--- src/evcsc_pkg.sv ---
// ----------------------------------------------------------------------------
// evcsc_pkg
// Types, codes and helpers of the charge session controller.
// ----------------------------------------------------------------------------
package evcsc_pkg;

    localparam int unsigned CARD_FIELD_BITS = 32;

    typedef struct packed {
        logic [3:0]                 pilot_volts;
        logic [1:0]                 pilot_waveform;
        logic                       stop_pressed;
        logic                       charge_pressed;
        logic                       card_inserted;
        logic [CARD_FIELD_BITS-1:0] card_number;
        logic                       card_authorized;
    } in_item_t;

    typedef struct packed {
        logic [3:0] session_phase;
        logic [1:0] pilot_drive;
        logic       contactor_closed;
        logic       hatch_locked;
        logic [1:0] charge_lamp;
        logic       available_lamp;
        logic       fault_lamp;
        logic [1:0] plug_lamp;
        logic [2:0] user_prompt;
    } out_item_t;

    typedef enum logic [8:0] {
        PH_IDLE   = 9'b000000001,
        PH_WAIT   = 9'b000000010,
        PH_A      = 9'b000000100,
        PH_B      = 9'b000001000,
        PH_C      = 9'b000010000,
        PH_D      = 9'b000100000,
        PH_E      = 9'b001000000,
        PH_F      = 9'b010000000,
        PH_UNPLUG = 9'b100000000
    } phase_t;

    // Reported phase codes
    localparam logic [3:0] PHC_IDLE   = 4'd0;
    localparam logic [3:0] PHC_WAIT   = 4'd1;
    localparam logic [3:0] PHC_A      = 4'd2;
    localparam logic [3:0] PHC_B      = 4'd3;
    localparam logic [3:0] PHC_C      = 4'd4;
    localparam logic [3:0] PHC_D      = 4'd5;
    localparam logic [3:0] PHC_E      = 4'd6;
    localparam logic [3:0] PHC_F      = 4'd7;
    localparam logic [3:0] PHC_UNPLUG = 4'd8;

    // Pilot generator drive
    localparam logic [1:0] DRV_NONE   = 2'd0;
    localparam logic [1:0] DRV_DC12   = 2'd1;
    localparam logic [1:0] DRV_AC1K   = 2'd2;
    localparam logic [1:0] DRV_CLOSED = 2'd3;

    // Charge lamp
    localparam logic [1:0] LAMP_OFF   = 2'd0;
    localparam logic [1:0] LAMP_GREEN = 2'd1;
    localparam logic [1:0] LAMP_RED   = 2'd2;
    localparam logic [1:0] LAMP_BLINK = 2'd3;

    // Plug lamp
    localparam logic [1:0] PLUG_OFF      = 2'd0;
    localparam logic [1:0] PLUG_GREEN    = 2'd1;
    localparam logic [1:0] PLUG_RELEASED = 2'd2;

    // User prompt
    localparam logic [2:0] PR_NONE      = 3'd0;
    localparam logic [2:0] PR_INSERT    = 3'd1;
    localparam logic [2:0] PR_REMOVE    = 3'd2;
    localparam logic [2:0] PR_PLUG_IN   = 3'd3;
    localparam logic [2:0] PR_UNPLUG    = 3'd4;
    localparam logic [2:0] PR_WRONG_VEH = 3'd5;

    // Pilot waveform and levels
    localparam logic [1:0] WF_DC   = 2'd0;
    localparam logic [1:0] WF_AC1K = 2'd1;
    localparam logic [3:0] VOLTS_12 = 4'd12;
    localparam logic [3:0] VOLTS_9  = 4'd9;
    localparam logic [3:0] VOLTS_6  = 4'd6;

    localparam logic [7:0] TIMEOUT_RESET = 8'd8;
    localparam logic [7:0] COUNT_MAX     = 8'hFF;

    function automatic logic [3:0] phase_code(phase_t p);
        logic [3:0] code;
        unique case (p)
            PH_IDLE:   code = PHC_IDLE;
            PH_WAIT:   code = PHC_WAIT;
            PH_A:      code = PHC_A;
            PH_B:      code = PHC_B;
            PH_C:      code = PHC_C;
            PH_D:      code = PHC_D;
            PH_E:      code = PHC_E;
            PH_F:      code = PHC_F;
            PH_UNPLUG: code = PHC_UNPLUG;
            default:   code = PHC_IDLE;
        endcase
        return code;
    endfunction

endpackage

--- src/ev_charge_session_controller_core.sv ---
// ----------------------------------------------------------------------------
// ev_charge_session_controller_core
// Charge session controller: one result per one-second pilot/button/card
// sample.
// ----------------------------------------------------------------------------
// Each accepted sample produces exactly one result, in order. The block takes
// one sample per clock cycle sustained while the result port is not stalled.
// A sample is held in the input register and its result in the result
// register; the phase transition and output latch update are done in a single
// pass of logic between the two registers. Either register stalls only while
// the stage after it is full and not being drained. The charge button timeout
// (cfg_wr_data, reset 8 ticks) is written through cfg_wr_en; the user must do
// so only while no sample is in flight, which the block does not enforce.
// CARD_BITS sets how many low card number bits are stored and compared (at
// most the 32 bits of the card field).
module ev_charge_session_controller_core #(
    parameter int unsigned CARD_BITS = 32
) (
    input  logic                 aclk,
    input  logic                 aresetn,
    input  logic                 cfg_wr_en,
    input  logic [7:0]           cfg_wr_data,
    input  logic                 s_valid,
    output logic                 s_ready,
    input  evcsc_pkg::in_item_t  s_data,
    output logic                 m_valid,
    input  logic                 m_ready,
    output evcsc_pkg::out_item_t m_data
);

    logic                 in_valid;
    evcsc_pkg::in_item_t  in_data;
    logic                 out_free;
    logic                 advance;
    evcsc_pkg::out_item_t result;

    // Move a held sample into the result register and commit its state.
    assign advance = in_valid && out_free;

    evcsc_in_stage u_in_stage (
        .aclk     (aclk),
        .aresetn  (aresetn),
        .s_valid  (s_valid),
        .s_ready  (s_ready),
        .s_data   (s_data),
        .advance  (advance),
        .in_valid (in_valid),
        .in_data  (in_data)
    );

    evcsc_session #(
        .CARD_BITS (CARD_BITS)
    ) u_session (
        .aclk        (aclk),
        .aresetn     (aresetn),
        .cfg_wr_en   (cfg_wr_en),
        .cfg_wr_data (cfg_wr_data),
        .advance     (advance),
        .in_data     (in_data),
        .result      (result)
    );

    evcsc_out_stage u_out_stage (
        .aclk     (aclk),
        .aresetn  (aresetn),
        .load     (advance),
        .result   (result),
        .m_valid  (m_valid),
        .m_ready  (m_ready),
        .m_data   (m_data),
        .out_free (out_free)
    );

endmodule

--- src/evcsc_in_stage.sv ---
// ----------------------------------------------------------------------------
// evcsc_in_stage
// Input register: holds one accepted sample until the session logic takes it.
// ----------------------------------------------------------------------------
module evcsc_in_stage (
    input  logic                 aclk,
    input  logic                 aresetn,
    input  logic                 s_valid,
    output logic                 s_ready,
    input  evcsc_pkg::in_item_t  s_data,
    input  logic                 advance,
    output logic                 in_valid,
    output evcsc_pkg::in_item_t  in_data
);

    logic                in_valid_reg;
    logic                in_valid_next;
    evcsc_pkg::in_item_t in_data_reg;

    // Take a new sample when empty or whenever the held one leaves this cycle.
    assign s_ready = !in_valid_reg || advance;

    always_comb begin
        in_valid_next = in_valid_reg;
        if (s_ready) begin
            in_valid_next = s_valid;
        end
    end

    always_ff @(posedge aclk) begin
        if (!aresetn) begin
            in_valid_reg <= 1'b0;
        end else begin
            in_valid_reg <= in_valid_next;
        end
    end

    always_ff @(posedge aclk) begin
        if (s_valid && s_ready) begin
            in_data_reg <= s_data;
        end
    end

    assign in_valid = in_valid_reg;
    assign in_data  = in_data_reg;

endmodule

--- src/evcsc_session.sv ---
// ----------------------------------------------------------------------------
// evcsc_session
// Session state machine, output latches and timeout register. Computes the
// result of one sample and commits the new state on advance.
// ----------------------------------------------------------------------------
module evcsc_session #(
    parameter int unsigned CARD_BITS = 32
) (
    input  logic                 aclk,
    input  logic                 aresetn,
    input  logic                 cfg_wr_en,
    input  logic [7:0]           cfg_wr_data,
    input  logic                 advance,
    input  evcsc_pkg::in_item_t  in_data,
    output evcsc_pkg::out_item_t result
);

    localparam int unsigned CMP_BITS =
        (CARD_BITS < evcsc_pkg::CARD_FIELD_BITS) ? CARD_BITS : evcsc_pkg::CARD_FIELD_BITS;

    evcsc_pkg::phase_t   phase_reg, phase_next;
    logic [CMP_BITS-1:0] card_reg, card_next;
    logic [7:0]          count_reg, count_next;
    logic [7:0]          timeout_reg;
    logic [1:0]          drive_reg, drive_next;
    logic                contactor_reg, contactor_next;
    logic                hatch_reg, hatch_next;
    logic [1:0]          chg_lamp_reg, chg_lamp_next;
    logic                avail_reg, avail_next;
    logic                fault_reg, fault_next;
    logic [1:0]          plug_reg, plug_next;
    logic [2:0]          prompt;

    always_comb begin
        logic [CMP_BITS-1:0] card_in;
        logic [7:0]          count_inc;
        logic                prompt_set;

        card_in        = in_data.card_number[CMP_BITS-1:0];
        count_inc      = (count_reg != evcsc_pkg::COUNT_MAX) ? count_reg + 8'd1 : count_reg;
        prompt_set     = 1'b0;
        prompt         = evcsc_pkg::PR_NONE;
        phase_next     = phase_reg;
        card_next      = card_reg;
        count_next     = count_reg;
        drive_next     = drive_reg;
        contactor_next = contactor_reg;
        hatch_next     = hatch_reg;
        chg_lamp_next  = chg_lamp_reg;
        avail_next     = avail_reg;
        fault_next     = fault_reg;
        plug_next      = plug_reg;

        // Transition on this sample
        unique case (phase_reg)
            evcsc_pkg::PH_IDLE: begin
                if (in_data.card_inserted) begin
                    fault_next = 1'b0;
                    if (in_data.card_authorized) begin
                        card_next  = card_in;
                        count_next = 8'd0;
                        phase_next = evcsc_pkg::PH_WAIT;
                    end
                end
            end
            evcsc_pkg::PH_WAIT: begin
                count_next = count_inc;
                if (in_data.charge_pressed) begin
                    avail_next = 1'b0;
                    phase_next = evcsc_pkg::PH_A;
                end else if (count_inc >= timeout_reg) begin
                    chg_lamp_next = evcsc_pkg::LAMP_OFF;
                    fault_next    = 1'b1;
                    phase_next    = evcsc_pkg::PH_IDLE;
                    prompt        = evcsc_pkg::PR_REMOVE;
                    prompt_set    = 1'b1;
                end
            end
            evcsc_pkg::PH_A: begin
                if (in_data.pilot_volts == evcsc_pkg::VOLTS_9 &&
                    in_data.pilot_waveform == evcsc_pkg::WF_DC) begin
                    phase_next = evcsc_pkg::PH_B;
                end
            end
            evcsc_pkg::PH_B: begin
                if (in_data.pilot_volts == evcsc_pkg::VOLTS_9 &&
                    in_data.pilot_waveform == evcsc_pkg::WF_AC1K) begin
                    phase_next = evcsc_pkg::PH_C;
                end else if (in_data.stop_pressed) begin
                    phase_next = evcsc_pkg::PH_E;
                end
            end
            evcsc_pkg::PH_C: begin
                if (in_data.pilot_volts == evcsc_pkg::VOLTS_6) begin
                    phase_next = evcsc_pkg::PH_D;
                end else if (in_data.stop_pressed) begin
                    phase_next = evcsc_pkg::PH_E;
                end
            end
            evcsc_pkg::PH_D: begin
                if (in_data.stop_pressed ||
                    (in_data.pilot_volts == evcsc_pkg::VOLTS_9 &&
                     in_data.pilot_waveform != evcsc_pkg::WF_DC)) begin
                    phase_next = evcsc_pkg::PH_E;
                end
            end
            evcsc_pkg::PH_E: begin
                if (in_data.pilot_waveform == evcsc_pkg::WF_DC) begin
                    phase_next = evcsc_pkg::PH_F;
                end
            end
            evcsc_pkg::PH_F: begin
                if (in_data.card_inserted) begin
                    if (card_in != card_reg) begin
                        prompt     = evcsc_pkg::PR_WRONG_VEH;
                        prompt_set = 1'b1;
                    end else if (in_data.card_authorized) begin
                        chg_lamp_next = evcsc_pkg::LAMP_OFF;
                        hatch_next    = 1'b0;
                        phase_next    = evcsc_pkg::PH_UNPLUG;
                    end else begin
                        phase_next = evcsc_pkg::PH_D;
                    end
                end
            end
            evcsc_pkg::PH_UNPLUG: begin
                if (in_data.pilot_volts == evcsc_pkg::VOLTS_12 &&
                    in_data.pilot_waveform == evcsc_pkg::WF_DC) begin
                    hatch_next = 1'b1;
                    plug_next  = evcsc_pkg::PLUG_RELEASED;
                    avail_next = 1'b1;
                    phase_next = evcsc_pkg::PH_IDLE;
                    prompt     = evcsc_pkg::PR_REMOVE;
                    prompt_set = 1'b1;
                end
            end
            default: begin
                phase_next = evcsc_pkg::PH_IDLE;
            end
        endcase

        // Outputs set by the phase reached
        unique case (phase_next)
            evcsc_pkg::PH_WAIT: begin
                chg_lamp_next = evcsc_pkg::LAMP_BLINK;
            end
            evcsc_pkg::PH_A: begin
                chg_lamp_next = evcsc_pkg::LAMP_RED;
                hatch_next    = 1'b0;
                drive_next    = evcsc_pkg::DRV_DC12;
            end
            evcsc_pkg::PH_B: begin
                plug_next  = evcsc_pkg::PLUG_GREEN;
                hatch_next = 1'b1;
                drive_next = evcsc_pkg::DRV_AC1K;
            end
            evcsc_pkg::PH_C: begin
                contactor_next = 1'b1;
                drive_next     = evcsc_pkg::DRV_CLOSED;
            end
            evcsc_pkg::PH_D: begin
                drive_next = evcsc_pkg::DRV_CLOSED;
            end
            evcsc_pkg::PH_E: begin
                contactor_next = 1'b0;
                chg_lamp_next  = evcsc_pkg::LAMP_GREEN;
                drive_next     = evcsc_pkg::DRV_DC12;
            end
            default: begin
            end
        endcase

        if (!prompt_set) begin
            unique case (phase_next)
                evcsc_pkg::PH_IDLE:   prompt = evcsc_pkg::PR_INSERT;
                evcsc_pkg::PH_A:      prompt = evcsc_pkg::PR_PLUG_IN;
                evcsc_pkg::PH_F:      prompt = evcsc_pkg::PR_INSERT;
                evcsc_pkg::PH_UNPLUG: prompt = evcsc_pkg::PR_UNPLUG;
                default:              prompt = evcsc_pkg::PR_NONE;
            endcase
        end
    end

    always_comb begin
        result.session_phase    = evcsc_pkg::phase_code(phase_next);
        result.pilot_drive      = drive_next;
        result.contactor_closed = contactor_next;
        result.hatch_locked     = hatch_next;
        result.charge_lamp      = chg_lamp_next;
        result.available_lamp   = avail_next;
        result.fault_lamp       = fault_next;
        result.plug_lamp        = plug_next;
        result.user_prompt      = prompt;
    end

    always_ff @(posedge aclk) begin
        if (!aresetn) begin
            phase_reg     <= evcsc_pkg::PH_IDLE;
            count_reg     <= 8'd0;
            timeout_reg   <= evcsc_pkg::TIMEOUT_RESET;
            drive_reg     <= evcsc_pkg::DRV_NONE;
            contactor_reg <= 1'b0;
            hatch_reg     <= 1'b0;
            chg_lamp_reg  <= evcsc_pkg::LAMP_OFF;
            avail_reg     <= 1'b1;
            fault_reg     <= 1'b0;
            plug_reg      <= evcsc_pkg::PLUG_OFF;
        end else begin
            if (cfg_wr_en) begin
                timeout_reg <= cfg_wr_data;
            end
            if (advance) begin
                phase_reg     <= phase_next;
                count_reg     <= count_next;
                drive_reg     <= drive_next;
                contactor_reg <= contactor_next;
                hatch_reg     <= hatch_next;
                chg_lamp_reg  <= chg_lamp_next;
                avail_reg     <= avail_next;
                fault_reg     <= fault_next;
                plug_reg      <= plug_next;
            end
        end
    end

    // Session card holds no reset value; it is written before any read.
    always_ff @(posedge aclk) begin
        if (advance) begin
            card_reg <= card_next;
        end
    end

endmodule

--- src/evcsc_out_stage.sv ---
// ----------------------------------------------------------------------------
// evcsc_out_stage
// Result register: presents one result until the downstream side takes it.
// ----------------------------------------------------------------------------
module evcsc_out_stage (
    input  logic                 aclk,
    input  logic                 aresetn,
    input  logic                 load,
    input  evcsc_pkg::out_item_t result,
    output logic                 m_valid,
    input  logic                 m_ready,
    output evcsc_pkg::out_item_t m_data,
    output logic                 out_free
);

    logic                 m_valid_reg;
    logic                 m_valid_next;
    evcsc_pkg::out_item_t m_data_reg;

    // Free when empty or when the held result transfers this cycle.
    assign out_free = !m_valid_reg || m_ready;

    always_comb begin
        m_valid_next = m_valid_reg;
        if (out_free) begin
            m_valid_next = load;
        end
    end

    always_ff @(posedge aclk) begin
        if (!aresetn) begin
            m_valid_reg <= 1'b0;
        end else begin
            m_valid_reg <= m_valid_next;
        end
    end

    always_ff @(posedge aclk) begin
        if (load) begin
            m_data_reg <= result;
        end
    end

    assign m_valid = m_valid_reg;
    assign m_data  = m_data_reg;

endmodule

--- config.mk ---
export PLATFORM = sky130hd
export DESIGN_NAME = ev_charge_session_controller_core
export DESIGN_NICKNAME = d
export VERILOG_FILES = /design/src/evcsc_pkg.sv /design/src/ev_charge_session_controller_core.sv /design/src/evcsc_in_stage.sv /design/src/evcsc_session.sv /design/src/evcsc_out_stage.sv
export SDC_FILE = /design/constraint.sdc
export NUM_CORES = 1
export LEC_CHECK = 0
export ABC_AREA = 1
export BUFFER_PORTS_ARGS = -buffer_cell sky130_fd_sc_hd__buf_2
export CAP_MARGIN = 20
export CORE_ASPECT_RATIO = 0.75
export CORE_MARGIN = 10
export CORE_UTILIZATION = 55
export DETAILED_ROUTE_END_ITERATION = 7
export HOLD_SLACK_MARGIN = 0.12
export PLACE_DENSITY_LB_ADDON = 0.2
export SYNTH_ARGS = -nofsm -noshare
export SYNTH_HDL_FRONTEND = slang
export SYNTH_SLANG_ARGS = --single-unit
--- constraint.sdc ---
create_clock -name aclk -period 7.45 [get_ports aclk]
set_input_delay 1.1175 -clock aclk [delete_from_list [all_inputs] [get_ports aclk]]
set_output_delay 1.1175 -clock aclk [all_outputs]
set_load 0.02 [all_outputs]
==> results of run 1 <==
-- per-layer routing --
metal	part of all wire (%)	up-vias	GRT usage [%]
li1	-	2198	-
met3	6.7	22	4.91
met1	46	2027	21.5
met5	0	-	0
met4	1.6	0	6.25
met2	45	166	27.0
-- kinds of logic (layout without fill, tap and decap cells) --
| group | after synthesis | in the layout | share of synthesized area [%] |
|---|---|---|---|
| xor+xnor | 26 | 26 | 3.84 |
| mux | 1 | 1 | 0.190 |
| buf+inv | 100 | 200 | 6.39 |
| compound gates | 84 | 84 | 8.29 |
| fa+ha+maj | 9 | 9 | 1.90 |
| flops | 128 | 128 | 58.5 |
| simple gates | 256 | 256 | 20.9 |
-- synth_stat cells, drive strengths merged --
cell type    n
nor2        57
o311ai       2
mux2         1
o22ai        1
a21oi       33
o21a         2
dfxtp       37
clkbuf       5
nand3b       1
nand4       16
a22oi        3
o211ai       2
a31oi        1
xor2         1
nor3         8
edfxtp      91
inv         89
nand2      135
clkinv       3
xnor2       25
nor3b        1
or2          2
nand3       33
o21bai       2
nor4         3
o21ai       38
buf          3
ha           9
-- worst max-delay path, stage by stage (launching register included) --
cell and delay [ns]:
sky130_fd_sc_hd__dfxtp_1 0.39, sky130_fd_sc_hd__ha_1 0.21, sky130_fd_sc_hd__nand2_2 0.07, sky130_fd_sc_hd__nor3b_2 0.26, sky130_fd_sc_hd__nand3_1 0.25, sky130_fd_sc_hd__mux2_2 0.36, sky130_fd_sc_hd__ha_1 0.30, sky130_fd_sc_hd__inv_1 0.05
sky130_fd_sc_hd__o21bai_1 0.13, sky130_fd_sc_hd__nand2_1 0.08, sky130_fd_sc_hd__nand2_1 0.06, sky130_fd_sc_hd__nand2_1 0.05, sky130_fd_sc_hd__nand3_1 0.17, sky130_fd_sc_hd__nor2_1 0.11, sky130_fd_sc_hd__nor2_1 0.09, sky130_fd_sc_hd__nand4_1 0.16
sky130_fd_sc_hd__o21bai_4 0.18, sky130_fd_sc_hd__nand3_1 0.09
-- power by group through the flow --
stage | clock network, mW | logic [mW] | registers, mW
final | 0.757 | 0.138 | 0.821
after global routing | 0.799 | 0.155 | 0.824
after CTS | 0.767 | 0.137 | 0.821
after detailed placement | 0 | 0.136 | 0.835
after global placement | 0 | 0.132 | 0.833
after floorplan | 0 | 0.0873 | 0.837
-- worst max-delay path by stage --
stage / startpoint / cells past startpoint / end
CTS: m_ready / 11 / u_session.count_reg[1]
global route: u_session.count_reg[0] / 19 / u_out_stage.m_data[13]
floorplan: m_ready / 5 / u_session.card_reg[0]
finish: u_session.count_reg[0] / 17 / u_out_stage.m_data[12]
global placement: m_ready / 11 / u_session.count_reg[7]
detailed placement: m_ready / 11 / u_session.count_reg[6]
-- layout make-up --
| type | instances | area share [%] |
|---|---|---|
| Clock inverter | 14 | 1.67 |
| Tap cell | 136 | 2.42 |
| Multi-Input combinational cell | 376 | 29.7 |
| Inverter | 92 | 4.94 |
| Clock buffer | 18 | 6.11 |
| Timing Repair Buffer | 76 | 5.70 |
| Sequential cell | 128 | 49.5 |
-- per-stage QoR --
| step | power [mW] | instance area (um2) | hold WS [ns] | setup slack, ns |
|---|---|---|---|---|
| CTS | 1.72 | 7000 | 0.470 | 3.78 |
| global placement | 0.966 | 6450 | 0.452 | 3.48 |
| finish | 1.72 | 7020 | 0.469 | 4.18 |
| detailed placement | 0.971 | 6450 | 0.456 | 3.36 |
| global route | 1.78 | 7020 | 0.492 | 3.89 |
| floorplan | 0.924 | 5930 | 0.440 | 4.12 |
==> load_flow_metrics.sql, run 1 <==
INSERT INTO impl_metrics (metric_group, metric, value, unit) VALUES
('run_status', 'run_status', 'complete, no violations', ''),
('worst_setup_path', 'worst-endpoint-arrival', '3.43', 'ns'),
('cells_and_area', 'layout-drive-gt1-share', '22.2', '%'),
('flow_run', 'timing.max_cap.violations', '0', ''),
('worst_setup_path', 'r2r_setup_slack', '4.18', 'ns'),
('cells_and_area', 'postLayoutCoreUtil', '67.5', '%'),
('floorplanning', 'die-height', '110', 'um'),
('power_and_ir_drop', 'power-per-cell-area', '244', 'nW/um2'),
('logic_synthesis', 'synth_top_area_share', '46.0', '%'),
('placed_design', 'placed_cells', '807', ''),
('hold_path', 'hold_depth', '2', ''),
('worst_setup_path', 'worst-setup-path-type', 'reg -> reg', ''),
('clock_network', 'clkTransAtPathRegs', '0.06', 'ns'),
('detailed_routing', 'route.detailed.wl_per_inst', '15.3', 'um'),
('floorplanning', 'floorplan.initialDensity', '57.0', '%'),
('logic_synthesis', 'post-synth-top-area-cell', 'sky130_fd_sc_hd__edfxtp_1', ''),
('clock_network', 'cts.path.max_buffers', '2', ''),
('worst_setup_path', 'cp_data_required_time', '7.60', 'ns'),
('worst_setup_path', 'crit-reg2reg-launch', 'u_session.count_reg[0]', ''),
('clock_network', 'tritoncts_clock_tree', 'done', ''),
('worst_setup_path', 'worstRegToRegCells', '17', ''),
('cells_and_area', 'layout.cells.non_filler', '840', ''),
('detailed_routing', 'post-route-drc-count', '0', ''),
('sta', 'finClkSkew', '0.00607', 'ns'),
('cells_and_area', 'largest_reg_flops', '42', ''),
('floorplanning', 'die_width', '140', 'um'),
('power_and_ir_drop', 'p_leak', '3.05', 'nW'),
('detailed_routing', 'route.antenna.remaining_nets', '0', ''),
('global_routing', 'grt_pass1_vias', '4260', ''),
('hold_path', 'hp-start', 'u_session.timeout_reg[2]', ''),
('floorplanning', 'area_of_the_die', '15400', 'um2'),
('global_routing', 'grt_pass1_wl', '21000', 'um'),
('clock_network', 'cts.htree.levels', '4', ''),
('clock_network', 'post_cts.repair.setup_buffers', '0', ''),
('placed_design', 'io_buffer_count', '73', ''),
('sta', 'maxClockFrequency', '306', 'MHz'),
('logic_synthesis', 'synth_cell_type_count', '46', ''),
('hold_path', 'holdCritPathClass', 'reg -> reg', ''),
('global_routing', 'grt_use_total', '16.8', '%'),
('detailed_routing', 'drt_iter0_markers', '369', ''),
('power_and_ir_drop', 'p_comb_share', '8.1', '%'),
('cells_and_area', 'multi_input_comb_area', '2080', 'um2'),
('floorplanning', 'core.rowCount', '32', ''),
('global_routing', 'grt_start_max_net_pins', '35', ''),
('worst_setup_path', 'worst_setup_end_kind', 'flip-flop', ''),
('power_and_ir_drop', 'sequential_fraction_of_design_power', '47.8', '%'),
('clock_network', 'cts.sinks', '128', ''),
('sta', 'final_hold_viol_count', '0', ''),
('global_routing', 'grt_overflow_total', '0', ''),
('logic_synthesis', 'postSynthAreaPerCell', '9.83', 'um2'),
('clock_network', 'clock_insertion_delay_worst_skew', '0.41', 'ns'),
('sta', 'final_max_slew_viol_count', '0', ''),
('power_and_ir_drop', 'p_clk_share', '44.1', '%'),
('clock_network', 'cts_resized', '0', ''),
('hold_path', 'timing.hold.worst_endpoint', 'u_session.timeout_reg[2]', ''),
('detailed_routing', 'wl', '12800', 'um'),
('detailed_routing', 'dr.pass1.iters', '5', ''),
('global_routing', 'initial_antenna_violation_count', '0', ''),
('sta', 'final.min_clock_period', '3.27', 'ns'),
('clock_network', 'cts_hold_buf', '0', ''),
('sta', 'setup-violations-final', '0', ''),
('logic_synthesis', 'largest_cells_by_area_after_synthesis', 'sky130_fd_sc_hd__edfxtp_1, sky130_fd_sc_hd__dfxtp_1, sky130_fd_sc_hd__nand2_1', ''),
('floorplanning', 'num_io_pins', '74', ''),
('logic_synthesis', 'synth-seq-area-share', '58.5', '%'),
('power_and_ir_drop', 'p_switching', '0.412', 'mW'),
('logic_synthesis', 'synthesis.nets', '668', ''),
('detailed_routing', 'num_vias', '4413', ''),
('detailed_routing', 'vias_per_cell', '5.25', ''),
('cells_and_area', 'area_growth_syn_to_layout', '18.3', '%'),
('placed_design', 'place.detailed.hpwl', '9370', 'um'),
('worst_setup_path', 'worst_r2r_endpoint', 'u_out_stage.m_data[12]', '');
No activity file was read; power rests on OpenSTA's default activity.
==> run 2, diff against run 1 <==
Clock period 7.45 ns to 3.3 ns, I/O delays scaled along.
==> run 2 against run 1 <==
Effect of this change:
- sequential cell count did not move
- routed wire length rose by 1.7%
- clock-buffer cell count did not move
- combinational power rose by 120%
- clock power rose by 140%
- cell area rose by 0.77%
- largest cell class unchanged
- highest routed layer unchanged
==> load_flow_metrics.sql, run 2 (synthesized netlist as in run 1, its figures left out) <==
INSERT INTO impl_metrics (metric_group, metric, value, unit) VALUES
('run_status', 'run_status', 'complete, no violations', ''),
('worst_setup_path', 'critPathMaxFanout', '6', ''),
('sta', 'finClkSkew', '0.00620', 'ns'),
('floorplanning', 'num_io_pins', '74', ''),
('cells_and_area', 'layout.cells.non_filler', '843', ''),
('cells_and_area', 'largest_reg_flops', '42', ''),
('clock_network', 'tritoncts_clock_tree', 'done', ''),
('placed_design', 'io_buffer_count', '73', ''),
('detailed_routing', 'dr.pass1.iters', '5', ''),
('worst_setup_path', 'worst_setup_end_kind', 'flip-flop', ''),
('placed_design', 'detailed_place.area', '6480', 'um2'),
('floorplanning', 'floorplan.initialDensity', '57.0', '%'),
('floorplanning', 'die-height', '110', 'um'),
('cells_and_area', 'layout.cells.most_common', 'sky130_fd_sc_hd__nand2_1', ''),
('worst_setup_path', 'worst-setup-path-type', 'reg -> reg', ''),
('placed_design', 'gp_routability_congestion', '0.910', ''),
('worst_setup_path', 'slowest_stage', 'sky130_fd_sc_hd__dfxtp_1', ''),
('global_routing', 'grt_start_max_net_pins', '43', ''),
('sta', 'final.min_clock_period', '3.01', 'ns'),
('sta', 'final.period_utilization', '91.3', '%'),
('cells_and_area', 'total_non_filler_cell_area_in_the_finished_layout', '7080', 'um2'),
('global_routing', 'grt_use_total', '17.8', '%'),
('global_routing', 'grt_overflow_total', '0', ''),
('floorplanning', 'core.rowCount', '32', ''),
('detailed_routing', 'route.detailed.wl_per_inst', '15.5', 'um'),
('worst_setup_path', 'critical_path.cell_chain', 'ha_1, nand2_2, nor3b_4, nand3_4, mux2_2, ha_1, inv_1, o21bai_1, nand2_1, nand2_1, nand2_1, nand3_1, nand3_1, nand2_1, inv_1, nand3_1, nor2_1, a21oi_1', ''),
('power_and_ir_drop', 'power-per-cell-area', '560', 'nW/um2'),
('sta', 'tightestPinTransition', '0.774', 'ns'),
('cells_and_area', 'antenna_cells', '0', ''),
('sta', 'timing.setup.tns', '0', 'ns'),
('worst_setup_path', 'worstSetupStartpointType', 'flip-flop', ''),
('hold_path', 'holdCritPathClass', 'in -> reg', ''),
('worst_setup_path', 'critPathBufInv', '2', ''),
('detailed_routing', 'post-route-drc-count', '0', ''),
('global_routing', 'grt_pass1_wl', '21900', 'um'),
('cells_and_area', 'area_growth_syn_to_layout', '19.2', '%'),
('floorplanning', 'floorplan.core_area', '10400', 'um2'),
('clock_network', 'clock-root-buffer', 'sky130_fd_sc_hd__clkbuf_16', ''),
('cells_and_area', 'fill_cells', '814', ''),
('sta', 'maxClockFrequency', '332', 'MHz'),
('sta', 'final_max_slew_viol_count', '0', ''),
('clock_network', 'cts_hold_buf', '0', ''),
('worst_setup_path', 'timing.critical_path.max_delay_family', 'simple AND/OR/NAND/NOR gates', ''),
('worst_setup_path', 'cp_slowest_stage_delay', '0.39', 'ns'),
('power_and_ir_drop', 'power.ir.vdd_worst', '403', 'uV'),
('worst_setup_path', 'cp_data_required_time', '3.46', 'ns'),
('global_routing', 'initial_antenna_violation_count', '0', ''),
('detailed_routing', 'route.antenna.remaining_nets', '0', ''),
('clock_network', 'cts.htree.levels', '4', ''),
('clock_network', 'clock_insertion_delay_worst_skew', '0.42', 'ns'),
('detailed_routing', 'drt_iter0_markers', '386', ''),
('clock_network', 'cts.path.max_buffers', '2', ''),
('cells_and_area', 'nNetsFinal', '758', ''),
('floorplanning', 'area_of_the_die', '15400', 'um2'),
('placed_design', 'place.detailed.hpwl', '9530', 'um'),
('placed_design', 'placed_cells', '810', ''),
('worst_setup_path', 'critPathMostFrequentCell', 'sky130_fd_sc_hd__nand2_1', ''),
('clock_network', 'cts.sinks', '128', ''),
('cells_and_area', 'layout-drive-gt1-share', '22.5', '%'),
('detailed_routing', 'vias_per_cell', '5.19', ''),
('sta', 'rsz0062_at_grt', 'no', ''),
('detailed_routing', 'num_vias', '4371', ''),
('clock_network', 'clkTransAtPathRegs', '0.06', 'ns'),
('sta', 'maxSlewHeadroom', '47.8', '%'),
('flow_run', 'timing.max_cap.violations', '0', ''),
('worst_setup_path', 'worst-endpoint-arrival', '3.18', 'ns'),
('sta', 'final_hold_viol_count', '0', ''),
('sta', 'setup-violations-final', '0', ''),
('global_routing', 'grt_pass1_vias', '4471', ''),
('detailed_routing', 'wl', '13000', 'um'),
('floorplanning', 'die_width', '140', 'um'),
('cells_and_area', 'layout_common_cells', 'sky130_fd_sc_hd__nand2_1, sky130_fd_sc_hd__edfxtp_1, sky130_fd_sc_hd__inv_1, sky130_fd_sc_hd__buf_2, sky130_fd_sc_hd__nor2_1', ''),
('clock_network', 'cts-buffers-inserted', '17', ''),
('power_and_ir_drop', 'p_leak', '3.09', 'nW');
[run 2: stage by stage]
stage               total power, mW  util (%)  setup WS (ns)  hold WS, ns
floorplan                      2.09         -          0.497        0.440
global placement               2.18      62.2          0.371        0.456
detailed placement             2.19      62.2          0.196        0.458
CTS                            3.99      67.7          0.164        0.235
global route                   4.11      68.0         0.0130        0.227
finish                         3.96      68.0          0.288        0.248
[run 2: final timing paths]
| check | slack [ns] | cells past startpoint | from | end |
|---|---|---|---|---|
| setup / recovery | 0.29 | 18 | u_session.count_reg[1] | u_out_stage.m_data[0] |
| hold reg to reg | 0.47 | 0 | u_in_stage.in_data[13] | u_session.card_reg[12] |
| setup reg to reg | 0.29 | 18 | u_session.count_reg[1] | u_out_stage.m_data[0] |
| hold / removal | 0.25 | 1 | s_data[28] | u_in_stage.in_data[28] |
[run 2: layer usage]
metal / up-vias / global-route usage (%) / part of all wire, %
li1: 2217 / - / -
met1: 1999 / 22.3 / 45
met2: 147 / 29.0 / 47
met3: 8 / 6.16 / 6.6
met4: 0 / 5.00 / 0.88
met5: - / 0 / 0
[run 2: worst register-to-register path, stage by stage (launching register included)]
cell                       delay [ns]
sky130_fd_sc_hd__dfxtp_1         0.39
sky130_fd_sc_hd__ha_1            0.23
sky130_fd_sc_hd__nand2_2         0.09
sky130_fd_sc_hd__nor3b_4         0.26
sky130_fd_sc_hd__nand3_4         0.15
sky130_fd_sc_hd__mux2_2          0.31
sky130_fd_sc_hd__ha_1            0.30
sky130_fd_sc_hd__inv_1           0.07
sky130_fd_sc_hd__o21bai_1        0.06
sky130_fd_sc_hd__nand2_1         0.06
sky130_fd_sc_hd__nand2_1         0.05
sky130_fd_sc_hd__nand2_1         0.05
sky130_fd_sc_hd__nand3_1         0.14
sky130_fd_sc_hd__nand3_1         0.16
sky130_fd_sc_hd__nand2_1         0.09
sky130_fd_sc_hd__inv_1           0.08
sky130_fd_sc_hd__nand3_1         0.10
sky130_fd_sc_hd__nor2_1          0.12
sky130_fd_sc_hd__a21oi_1         0.07
[run 2: what timing repair did]
item,CTS,global route
setup endpoints to repair,0,8
buffers inserted,0,1
resized for setup,0,3
[run 2: layout make-up]
type	count	area (um2)	share of cell area, %
sequential	128	3470	49.1
clock buffer	18	429	6.07
tap	136	170	2.40
inverter	92	347	4.90
clock inverter	14	143	2.02
timing repair buffer	79	410	5.80
multi-input combinational	376	2100	29.7
[run 2: power by group]
| part | internal, mW | switching [mW] |
|---|---|---|
| Combinational | 0.111 | 0.198 |
| Clock | 1.11 | 0.691 |
| Sequential | 1.80 | 0.0498 |
| Total | 3.02 | 0.940 |
